File: src/hw/rtl/lss_pkg.sv
// ----------------------------------------------------------------------------
// lss_pkg: shared types and constants for the LIFO stack with search
// Holds the stack geometry, the operation and status codes, the request and
// result item types and the sequencer state type.
// ----------------------------------------------------------------------------
package lss_pkg;

	// Stack geometry.
	localparam int STACK_DEPTH = 32;
	localparam int ADDR_W      = (STACK_DEPTH > 1) ? $clog2(STACK_DEPTH) : 1;
	localparam int FILL_W      = $clog2(STACK_DEPTH + 1);
	localparam int DATA_W      = 32;
	localparam int POS_W       = 6;

	typedef logic [ADDR_W-1:0]        addr_t;
	typedef logic [FILL_W-1:0]        fill_t;
	typedef logic signed [DATA_W-1:0] word_t;
	typedef logic [POS_W-1:0]         pos_t;

	// Operation codes carried by a request item.
	typedef enum logic [1:0] {
		OP_PUSH    = 2'd0,
		OP_POP     = 2'd1,
		OP_SEARCH  = 2'd2,
		OP_DISPLAY = 2'd3
	} op_t;

	// Status codes carried by a result item.
	typedef enum logic [2:0] {
		ST_PUSHED    = 3'd0,
		ST_OVERFLOW  = 3'd1,
		ST_POPPED    = 3'd2,
		ST_UNDERFLOW = 3'd3,
		ST_FOUND     = 3'd4,
		ST_NOT_FOUND = 3'd5,
		ST_EMPTY     = 3'd6,
		ST_LISTED    = 3'd7
	} status_t;

	typedef struct packed {
		op_t   operation;
		word_t value;
	} req_t;

	typedef struct packed {
		status_t status;
		word_t   data;
		pos_t    position;
		logic    last;
	} res_t;

	// Sequencer states.
	typedef enum logic [1:0] {
		S_IDLE,
		S_POP,
		S_WALK,
		S_FLUSH
	} state_t;

endpackage

File: src/hw/rtl/lifo_stack_with_search.sv
// ----------------------------------------------------------------------------
// lifo_stack_with_search: bounded LIFO stack with linear search
// A small sequencer drives one stack memory and one equality compare, and
// walks the stack from top to bottom for search and display.
// ----------------------------------------------------------------------------
//
//  Channel   Ports                    Handshake
//  --------  -----------------------  -------------------------------------
//  request   request (req_t)          taken when start is high, busy low
//  result    result (res_t)           valid for one cycle while strobe high
//
//  Push is answered from idle, pop through S_POP after one memory read;
//  display walks S_WALK, search walks S_WALK and ends in S_FLUSH. The walk
//  reads one memory entry per cycle through the single read port, and a
//  found result is held back one step so that its last flag can be set.
//  Empty/full cases are answered from idle. Reset clears state, fill, pend
//  flag and strobe; the receiver cannot stall, so results leave as formed.
//
module lifo_stack_with_search (
	input  logic          clk,
	input  logic          arst_n,
	input  logic          start,
	output logic          busy,
	input  lss_pkg::req_t request,
	output logic          strobe,
	output lss_pkg::res_t result
);
	import lss_pkg::*;

	state_t state_q, state_d;
	fill_t  fill_q, fill_d;
	addr_t  ptr_q, ptr_d;
	pos_t   pos_q, pos_d;
	logic   pend_q, pend_d;
	pos_t   pend_pos_q, pend_pos_d;
	op_t    op_q, op_d;
	word_t  key_q, key_d;
	logic   strobe_q, strobe_d;
	res_t   result_q, result_d;

	logic   ram_we;
	addr_t  ram_waddr;
	addr_t  ram_raddr;
	word_t  ram_rdata;
	logic   hit;
	logic   at_bottom;
	logic   full;
	logic   empty;

	lss_ram u_ram (
		.clk   (clk),
		.we    (ram_we),
		.waddr (ram_waddr),
		.wdata (request.value),
		.raddr (ram_raddr),
		.rdata (ram_rdata)
	);

	// Shared compare and walk status.
	assign hit       = (ram_rdata == key_q);
	assign at_bottom = (ptr_q == '0);
	assign full      = (fill_q == fill_t'(STACK_DEPTH));
	assign empty     = (fill_q == '0);
	assign ram_waddr = fill_q[ADDR_W-1:0];

	assign busy   = (state_q != S_IDLE);
	assign strobe = strobe_q;
	assign result = result_q;

	// Sequencer: next state, memory control and result formation.
	always_comb begin
		state_d    = state_q;
		fill_d     = fill_q;
		ptr_d      = ptr_q;
		pos_d      = pos_q;
		pend_d     = pend_q;
		pend_pos_d = pend_pos_q;
		op_d       = op_q;
		key_d      = key_q;
		strobe_d   = 1'b0;
		result_d   = result_q;
		ram_we     = 1'b0;
		ram_raddr  = ptr_q - addr_t'(1);

		unique case (state_q)
			S_IDLE: begin
				ram_raddr = addr_t'(fill_q - fill_t'(1));
				if (start) begin
					op_d            = request.operation;
					key_d           = request.value;
					result_d.data     = '0;
					result_d.position = '0;
					result_d.last     = 1'b1;
					unique case (request.operation)
						OP_PUSH: begin
							strobe_d = 1'b1;
							if (full) begin
								result_d.status = ST_OVERFLOW;
							end else begin
								ram_we          = 1'b1;
								fill_d          = fill_q + fill_t'(1);
								result_d.status = ST_PUSHED;
							end
						end
						OP_POP: begin
							if (empty) begin
								strobe_d        = 1'b1;
								result_d.status = ST_UNDERFLOW;
							end else begin
								fill_d  = fill_q - fill_t'(1);
								state_d = S_POP;
							end
						end
						default: begin
							if (empty) begin
								strobe_d        = 1'b1;
								result_d.status = ST_EMPTY;
							end else begin
								ptr_d   = ram_raddr;
								pos_d   = pos_t'(1);
								pend_d  = 1'b0;
								state_d = S_WALK;
							end
						end
					endcase
				end
			end

			S_POP: begin
				strobe_d          = 1'b1;
				result_d.status   = ST_POPPED;
				result_d.data     = ram_rdata;
				result_d.position = '0;
				result_d.last     = 1'b1;
				state_d           = S_IDLE;
			end

			S_WALK: begin
				ptr_d = ptr_q - addr_t'(1);
				pos_d = pos_q + pos_t'(1);
				if (op_q == OP_DISPLAY) begin
					// Every entry is listed as it comes out of the memory.
					strobe_d          = 1'b1;
					result_d.status   = ST_LISTED;
					result_d.data     = ram_rdata;
					result_d.position = '0;
					result_d.last     = at_bottom;
					if (at_bottom) begin
						state_d = S_IDLE;
					end
				end else begin
					// A match releases the previous match, which is then not last.
					if (hit) begin
						if (pend_q) begin
							strobe_d          = 1'b1;
							result_d.status   = ST_FOUND;
							result_d.data     = '0;
							result_d.position = pend_pos_q;
							result_d.last     = 1'b0;
						end
						pend_d     = 1'b1;
						pend_pos_d = pos_q;
					end
					if (at_bottom) begin
						state_d = S_FLUSH;
					end
				end
			end

			S_FLUSH: begin
				strobe_d          = 1'b1;
				result_d.status   = pend_q ? ST_FOUND : ST_NOT_FOUND;
				result_d.data     = '0;
				result_d.position = pend_q ? pend_pos_q : '0;
				result_d.last     = 1'b1;
				pend_d            = 1'b0;
				state_d           = S_IDLE;
			end

			default: begin
				state_d = S_IDLE;
			end
		endcase
	end

	// Control registers.
	always_ff @(posedge clk or negedge arst_n) begin
		if (!arst_n) begin
			state_q  <= S_IDLE;
			fill_q   <= '0;
			pend_q   <= 1'b0;
			strobe_q <= 1'b0;
		end else begin
			state_q  <= state_d;
			fill_q   <= fill_d;
			pend_q   <= pend_d;
			strobe_q <= strobe_d;
		end
	end

	// Payload and walk registers.
	always_ff @(posedge clk) begin
		ptr_q      <= ptr_d;
		pos_q      <= pos_d;
		pend_pos_q <= pend_pos_d;
		op_q       <= op_d;
		key_q      <= key_d;
		result_q   <= result_d;
	end

endmodule

File: src/hw/rtl/lss_ram.sv
// ----------------------------------------------------------------------------
// lss_ram: stack storage
// One write port and one read port; read data is registered, so a read
// issued in one cycle is seen in the next.
// ----------------------------------------------------------------------------
module lss_ram (
	input  logic          clk,
	input  logic          we,
	input  lss_pkg::addr_t waddr,
	input  lss_pkg::word_t wdata,
	input  lss_pkg::addr_t raddr,
	output lss_pkg::word_t rdata
);
	import lss_pkg::*;

	word_t mem [STACK_DEPTH];

	// Write port.
	always_ff @(posedge clk) begin
		if (we) begin
			mem[waddr] <= wdata;
		end
	end

	// Registered read port.
	always_ff @(posedge clk) begin
		rdata <= mem[raddr];
	end

endmodule
File: config.mk
export PLATFORM = sky130hd
export DESIGN_NAME = lifo_stack_with_search
export DESIGN_NICKNAME = d
export VERILOG_FILES = /design/src/hw/rtl/lss_pkg.sv /design/src/hw/rtl/lifo_stack_with_search.sv /design/src/hw/rtl/lss_ram.sv
export SDC_FILE = /design/constraint.sdc
export NUM_CORES = 1
export LEC_CHECK = 0
export ABC_AREA = 1
export BUFFER_PORTS_ARGS = -buffer_cell sky130_fd_sc_hd__buf_2
export CORE_MARGIN = 5
export CORE_UTILIZATION = 41
export CTS_CLUSTER_SIZE = 14
export DETAILED_ROUTE_END_ITERATION = 8
export GPL_ROUTABILITY_DRIVEN = 0
export PLACE_DENSITY = 0.55
export SYNTH_ARGS = -nofsm -noshare
export SYNTH_HDL_FRONTEND = slang
export SYNTH_HIERARCHICAL = 1
export SYNTH_SLANG_ARGS = --single-unit
File: constraint.sdc
create_clock -name clk -period 10.9 [get_ports clk]
set_input_delay 1.09 -clock clk [delete_from_list [all_inputs] [get_ports clk]]
set_output_delay 1.09 -clock clk [all_outputs]
set_load 0.1 [all_outputs]
==> key figures, run 1 <==
Status
  – Outcome: complete, no violations

Clocking
  – Clk sinks: 1159
  – CTS tree: built
  – Hold_buf cts: 0
  – Post-CTS Setup Bufs: 0
  – Total CTS buffers: 119
  – Clk pin slew, worst setup/hold paths: 60 ps
  – Root Driver: clkbuf_16
  – Clock Tree Buf Depth: 3
  – H-tree levels: 3
  – Post_cts resized: 0
  – Worst skew pair latency: 710 ps

Floorplan
  – I/O Pins: a little over 80
  – Die area: 0.122 mm2
  – Die width: approximately 350 um
  – Initial cell density of the core: 41.2%
  – Total core area: approximately 0.11 mm2
  – FP Rows: 124
  – Chip height: 349 um

Worst setup path
  – Worst EP arrival: 5210 ps
  – Crit path max fanout: 17
  – Crit end category: flip-flop
  – Cell-by-cell trace of the critical path: nor2_2 > inv_2 > nor4_1 > nand3_1 > nor2_4 > buf_4
  – Worst setup path class: reg -> reg
  – R2R setup slack: 6020 ps
  – Crit path required time: about 11000 ps
  – Crit Reg-Reg Startpoint: state_q[0]$_DFFE_PN0P_
  – RR Endpoint: u_ram/mem[24][3]$_DFFE_PP_
  – Reg2reg path depth: 6
  – Startpoint Class: flip-flop
  – Max incr delay on CP: 970 ps
  – Crit-path slowest cell: nor2_4

Yosys
  – Syn nets: about 4000
  – Fraction of registers with async set/reset: 0.863%
  – Post-Syn Instances: 3977
  – Yosys warning count: 6
  – Avg Cell Area, Syn: roughly 12 um2
  – Number of enable flip-flop cells after synthesis: around 1100
  – Synthesized cell area: approximately 0.047 mm2
  – Sequential area share after synthesis: about three quarters
  – Distinct cells, synth: 33
  – FF+latch count, synth: roughly 1200
  – Synth Flop Type: edfxtp_1

Cells and area
  – Reg area: between 0.03 and 0.04 mm2
  – FILL cells: 10480
  – Final #Nets: about 4100
  – Commonest non-fill, non-tap cells in the layout: nand2_1, edfxtp_1, nand3_1, clkbuf_16, buf_2
  – Fraction of layout cells with a size suffix above 1: 8.60%
  – Synth-to-Final Area Change: 11.5%
  – Most common cell after layout, fill and taps aside: nand2_1
  – Multi-input gate area: about 0.011 mm2

STA
  – Period utilization: approximately 45%
  – Clock Skew: around 21 ps
  – Final setup vio count: 0
  – Post-route worst setup slack: 6020 ps
  – Fin. Hold Viols: 0
  – Final Max Tran Viols: 0
  – RSZ-0062 raised after global routing: no
  – Relative slew slack: 27.6%
  – Minimum clock period after layout: 4880 ps
  – Worst slew pin tran: 1090 ps
  – Final setup TNS: 0 ps
  – Fmax: 205 MHz

GRT
  – Initial antenna violation count: 10
  – Largest net degree at the start of global routing: a little over 200
  – First-pass GRT wire length: 197000 um
  – Vias in the first global route: 28566
  – Overflow after GRT: 0
  – All-Layer GR Usage: 21.8%

Route
  – Final WL: 135000 um
  – Antenna-violating nets left: 0
  – Vias per inst: 5.36
  – Wire per inst: ~24 um
  – Drt pass-1 iters: 6
  – 1st-iter DRT viols: 3005
  – Vias: about 30000
  – # DRC: 0

Place
  – Port Buf Inserts: 80
  – Pre-CTS setup slack: 6010 ps
  – Hpwl dp: around 66000 um

Run
  – Max-Cap Viols: 0

Worst hold path
  – Hold Path Class: in -> async
-- kinds of logic after synthesis --
family          count (synthesis)  synth area share, %
flops                        1159                 73.2
xor+xnor                       31                0.577
simple gates                 2433                 21.6
buf+inv                       311                 4.04
compound gates                 38                0.460
fa+ha+maj                       5                0.133
-- flip-flops by register name, summed over array words and instances, names as in the netlist, 5 cells and up --
| signal | count |
|---|---|
| u_ram/mem | 1024 |
| key_q | 32 |
| u_ram/rdata | 32 |
| result | 42 |
| pend_pos_q | 6 |
| fill_q | 6 |
| pos_q | 6 |
| ptr_q | 5 |
-- how the worst max path moves through the flow --
stage	from	to	cells after the start
2_1_floorplan	start	result[0]$_DFFE_PP_	3
3_3_place_gp	request[33]	u_ram/mem[15][2]$_DFFE_PP_	7
3_5_place_dp	request[33]	u_ram/mem[27][9]$_DFFE_PP_	7
4_1_cts	state_q[0]$_DFFE_PN0P_	u_ram/mem[27][1]$_DFFE_PP_	6
5_1_grt	state_q[0]$_DFFE_PN0P_	u_ram/mem[27][17]$_DFFE_PP_	6
6_report	state_q[0]$_DFFE_PN0P_	u_ram/mem[24][3]$_DFFE_PP_	6
-- per-stage QoR --
stage	instance area (um2)	util [%]	hold slack (ps)	instances
2_1_floorplan	47100	-	426	3977
3_3_place_gp	48600	42.6	440	5404
3_5_place_dp	48600	42.6	440	5404
4_1_cts	52500	46.0	220	5627
5_1_grt	52500	46.0	248	5628
6_report	52500	46.0	259	5629
-- cell type report --
class / count / share of cell area, %
Sequential cell: 1159 / 65.6
Multi-Input combinational cell: 2507 / 21.0
Clock buffer: 157 / 6.10
Tap cell: 1512 / 3.60
Timing Repair Buffer: 139 / 1.70
Clock inverter: 66 / 1.27
Inverter: 87 / 0.679
Antenna cell: 2 / 0.00954
-- worst max-delay path: cells and delay by family, from the launching register on --
kind                   cells  cell delay (ps)
DFF                        1              460
buffers and inverters      2              820
and+or+nand+nor            4             3180
-- per-layer routing --
layer,GRT usage (%),share of wire (%),vias to the layer above
li1,-,-,13838
met1,31.5,44,14994
met2,34.1,46,1136
met3,4.36,8.2,175
met4,5.63,2.1,2
met5,0,0.0052,-
-- Yosys cell counts (2+ instances only) --
| library cell | count | area, um2 |
|---|---|---|
| clkbuf_1 | 26 | 97.6 |
| buf_4 | 24 | 180 |
| dfxtp_1 | 32 | 641 |
| edfxtp_1 | 1117 | 33500 |
| a31oi_1 | 2 | 12.5 |
| inv_1 | 81 | 304 |
| buf_6 | 66 | 743 |
| xnor2_1 | 24 | 210 |
| a21oi_1 | 11 | 55.1 |
| inv_2 | 5 | 18.8 |
| nor2_2 | 4 | 25.0 |
| buf_2 | 87 | 435 |
| nor3_1 | 5 | 25.0 |
| xor2_1 | 7 | 61.3 |
| buf_8 | 3 | 45.0 |
| nand3_1 | 787 | 3940 |
| o21ai_0 | 20 | 100 |
| ha_1 | 5 | 62.6 |
| nor2_1 | 96 | 360 |
| dfrtp_1 | 10 | 250 |
| nand2_1 | 1536 | 5770 |
| buf_1 | 18 | 67.6 |
Power of run 1 is not shown: default switching activity piles up to over one toggle a cycle in this logic, so the estimate is an artifact.
==> run 2, diff against run 1 <==
ABC_AREA = 0   (was 1)
clock period = 4.5 ns   (was 10.9 ns; I/O delays follow)
==> run 2 against run 1 <==
Compared with the run above:
- clock skew grew 12 ps
- core utilization increased by 1.5 points
- sequential share of layout area up 1.0 points
- area after synthesis fell by 4.5%
- register-to-register slack lost 5300 ps
- die area is 4.4% lower
==> key figures, run 2 <==
Status
  – Outcome: complete, no violations

Worst setup path
  – Worst setup path end: u_ram/mem[21][27]$_DFFE_PP_
  – Reg2reg path depth: 8 (+2)
  – Crit end category: flip-flop
  – Worst setup path class: reg -> reg
  – Buffers & Inverters on Critical Path: 3 (+1)
  – Max incr delay on CP: 690 ps (-280 ps)
  – Startpoint Class: flip-flop
  – Cell-by-cell trace of the critical path: inv_1 > ha_1 > nor4b_4 > a2111oi_0 > buf_4 > nand3b_1 > nor2_4 > buf_12
  – Crit Reg-Reg Startpoint: fill_q[0]$_DFFE_PN0P_
  – RR Endpoint: u_ram/mem[21][27]$_DFFE_PP_
  – Crit path required time: 4890 ps (-6340 ps)
  – CP Depth: 8 (+2)
  – Setup crit start: fill_q[0]$_DFFE_PN0P_
  – Crit-path slowest cell: nor2_4
  – Crit path max fanout: 19 (+2)
  – R2R setup slack: 690 ps (-5330 ps)
  – Worst EP arrival: 4210 ps (-1000 ps)
  – CP delay by family, top: simple AND/OR/NAND/NOR gates

Yosys
  – Synth Flop Type: edfxtp_1
  – Syn nets: 2609 (-35%)
  – Synth top area cells: edfxtp_1, mux2i_1, a22oi_1
  – Yosys warning count: 6 (unchanged)
  – Sequential area share after synthesis: 76.6% (+3.4 points)
  – Most common cell in the netlist: edfxtp_1
  – FF+latch count, synth: 1159 (unchanged)
  – Synthesized cell area: 0.0449 mm2 (-4.5%)
  – Area share of the largest cell type after synthesis: 74.6% (+3.4 points)
  – Commonest cells post-synth: edfxtp_1, mux2i_1, nand2_1, nand3_1, a21oi_1
  – Avg Cell Area, Syn: 17.5 um2 (+48%)
  – Fraction of registers with async set/reset: 0.863% (unchanged)
  – Number of enable flip-flop cells after synthesis: 1117 (unchanged)
  – Post-Syn Instances: 2567 (-35%)
  – Distinct cells, synth: 50 (+52%)
  – Yosys top cell by area: edfxtp_1

Route
  – Vias: 23663 (-22%)
  – 1st-iter DRT viols: 2172 (-28%)
  – Antenna-violating nets left: 0 (unchanged)
  – Wire per inst: 27.9 um (+16%)
  – Final WL: 119000 um (-12%)
  – # DRC: 0 (unchanged)
  – Drt pass-1 iters: 5 (-1)
  – Vias per inst: 5.56 (+3.8%)

STA
  – Relative slew slack: 34.9% (+7.3 points)
  – Period utilization: 84.7% (+40 points)
  – Clock Skew: 32.5 ps (+11.8 ps)
  – Fmax: 262 MHz (+28%)
  – Final setup vio count: 0 (unchanged)
  – RSZ-0062 raised after global routing: no
  – Minimum clock period after layout: 3810 ps (-1070 ps)
  – Worst slew pin tran: 974 ps (-112 ps)
  – Final setup TNS: 0 ps (unchanged)
  – Fin. Hold Viols: 0 (unchanged)
  – Final Max Tran Viols: 0 (unchanged)

Clocking
  – Root Driver: clkbuf_16
  – Clock Tree Buf Depth: 3 (unchanged)
  – Worst skew pair latency: 730 ps (+20 ps)
  – Post_cts resized: 0 (unchanged)
  – CTS tree: built
  – Total CTS buffers: 117 (-1.7%)
  – Clk sinks: 1159 (unchanged)
  – H-tree levels: 3 (unchanged)
  – Clk pin slew, worst setup/hold paths: 60 ps (about the same)

Power and ir drop
  – Pwr per Cell Area: 790 mW/mm2
  – Total power: 40.8 mW
  – Maximum vdd drop: 978 uV
  – Static Leak: 17.9 nW

Place
  – Hpwl dp: 69500 um (+4.6%)
  – Port Buf Inserts: 80 (unchanged)

Cells and area
  – Commonest non-fill, non-tap cells in the layout: edfxtp_1, mux2i_1, clkbuf_16, nand2_1, nand3_1
  – Synth-to-Final Area Change: 15.0%
  – Max reg flops: 1024 (unchanged)
  – Fraction of layout cells with a size suffix above 1: 14.4% (+5.8 points)
  – Final #Nets: 2780 (-31%)
  – Most common cell after layout, fill and taps aside: edfxtp_1
  – Reg with most FFs: u_ram/mem

Worst hold path
  – Hold Path Class: in -> reg

Floorplan
  – Total core area: 0.109 mm2 (-4.7%)
  – Die width: 341 um (-2.2%)
  – I/O Pins: 81 (unchanged)
  – Chip height: 341 um (-2.2%)
  – FP Rows: 121 (-2.4%)
  – Die area: 0.116 mm2 (-4.4%)
  – Initial cell density of the core: 41.3% (+0.080 points)

GRT
  – Largest net degree at the start of global routing: 79 (-61%)
  – Initial antenna violation count: 4 (-6)
  – Overflow after GRT: 0 (unchanged)
  – Vias in the first global route: 23654 (-17%)
  – All-Layer GR Usage: 20.0% (-1.8 points)
  – First-pass GRT wire length: 170000 um (-14%)

Run
  – Max-Cap Viols: 0 (unchanged)
run 2: changes by cell type after synthesis, moves of 51 or more:
| cell | previous run | this run |
|---|---|---|
| a21oi_1 | 11 | 100 |
| a22o_1 | 0 | 64 |
| a22oi_1 | 0 | 98 |
| buf_2 | 87 | 33 |
| buf_6 | 66 | 15 |
| inv_1 | 81 | 7 |
| mux2i_1 | 0 | 520 |
| nand2_1 | 1536 | 111 |
| nand3_1 | 787 | 105 |
run 2: worst min-delay path by stage:
stage           startpoint                    end  slack, ps  cells after the start
2_1_floorplan       arst_n  fill_q[0]$_DFFE_PN0P_        150                      0
3_3_place_gp        arst_n       strobe$_DFF_PN0_        340                      1
3_5_place_dp        arst_n       strobe$_DFF_PN0_        350                      1
4_1_cts        request[32]      op_q[0]$_DFFE_PP_         20                      1
5_1_grt        request[32]      op_q[0]$_DFFE_PP_         60                      1
6_report       request[32]      op_q[0]$_DFFE_PP_         90                      1
run 2: routing by layer:
layer	part of all wire [%]	GRT usage, %
met5	0	0
met2	47	32.1
met3	7.2	4.27
met4	2.3	5.02
met1	43	28.2
run 2: kinds of logic (layout without fill, tap and decap cells):
group	after synthesis	in the layout	share of synthesized area [%]
and+or+nand+nor	378	378	4.06
AOI/OAI and AO/OA	314	314	4.80
other	0	1	0
buffers and inverters	143	418	1.87
xor gates and xnor gates	48	48	0.935
DFF	1159	1159	76.6
muxes	520	520	11.6
adders and majority gates	5	5	0.139
run 2: cell type report:
cell class | count | area, um2
Fill cell | 9083 | 57200
Sequential cell | 1159 | 34400
Multi-Input combinational cell | 1265 | 9980
Clock inverter | 66 | 598
Inverter | 8 | 30.0
Tap cell | 1414 | 1770
Antenna cell | 1 | 2.50
Clock buffer | 157 | 3210
Timing Repair Buffer | 187 | 1660
run 2: power breakdown:
part / leakage [nW] / internal [mW] / switching, mW / total (mW)
Clock: 1.84 / 5.42 / 4.10 / 9.52
Sequential: 10.5 / 12.7 / 0.607 / 13.3
Combinational: 5.51 / 6.22 / 11.8 / 18.0
Total: 17.9 / 24.3 / 16.5 / 40.8
run 2: timing repair:
item,4_1_cts,5_1_grt
buffers inserted,0,0
hold endpoints to repair,10,0
hold buffers,1,0
run 2: stage by stage:
stage / hold WS (ps) / cell area (um2) / instances / utilization, % / setup slack [ps]
detailed placement: 353 / 47900 / 4032 / 44.0 / 849
CTS: 21.7 / 51700 / 4256 / 47.5 / 801
global placement: 343 / 47900 / 4032 / 44.0 / 863
global route: 64.5 / 51700 / 4256 / 47.5 / 548
finish: 89.7 / 51700 / 4257 / 47.5 / 687
floorplan: 154 / 44900 / 2567 / - / 391
run 2: worst register-to-register path, cell delays in order, from the launching register on:
cell and delay [ps]:
dfrtp_1 570, inv_1 140, ha_1 290, nor4b_4 180
a2111oi_0 630, buf_4 230, nand3b_1 450, nor2_4 700
buf_12 290
Power figures use the tool's default switching activity.
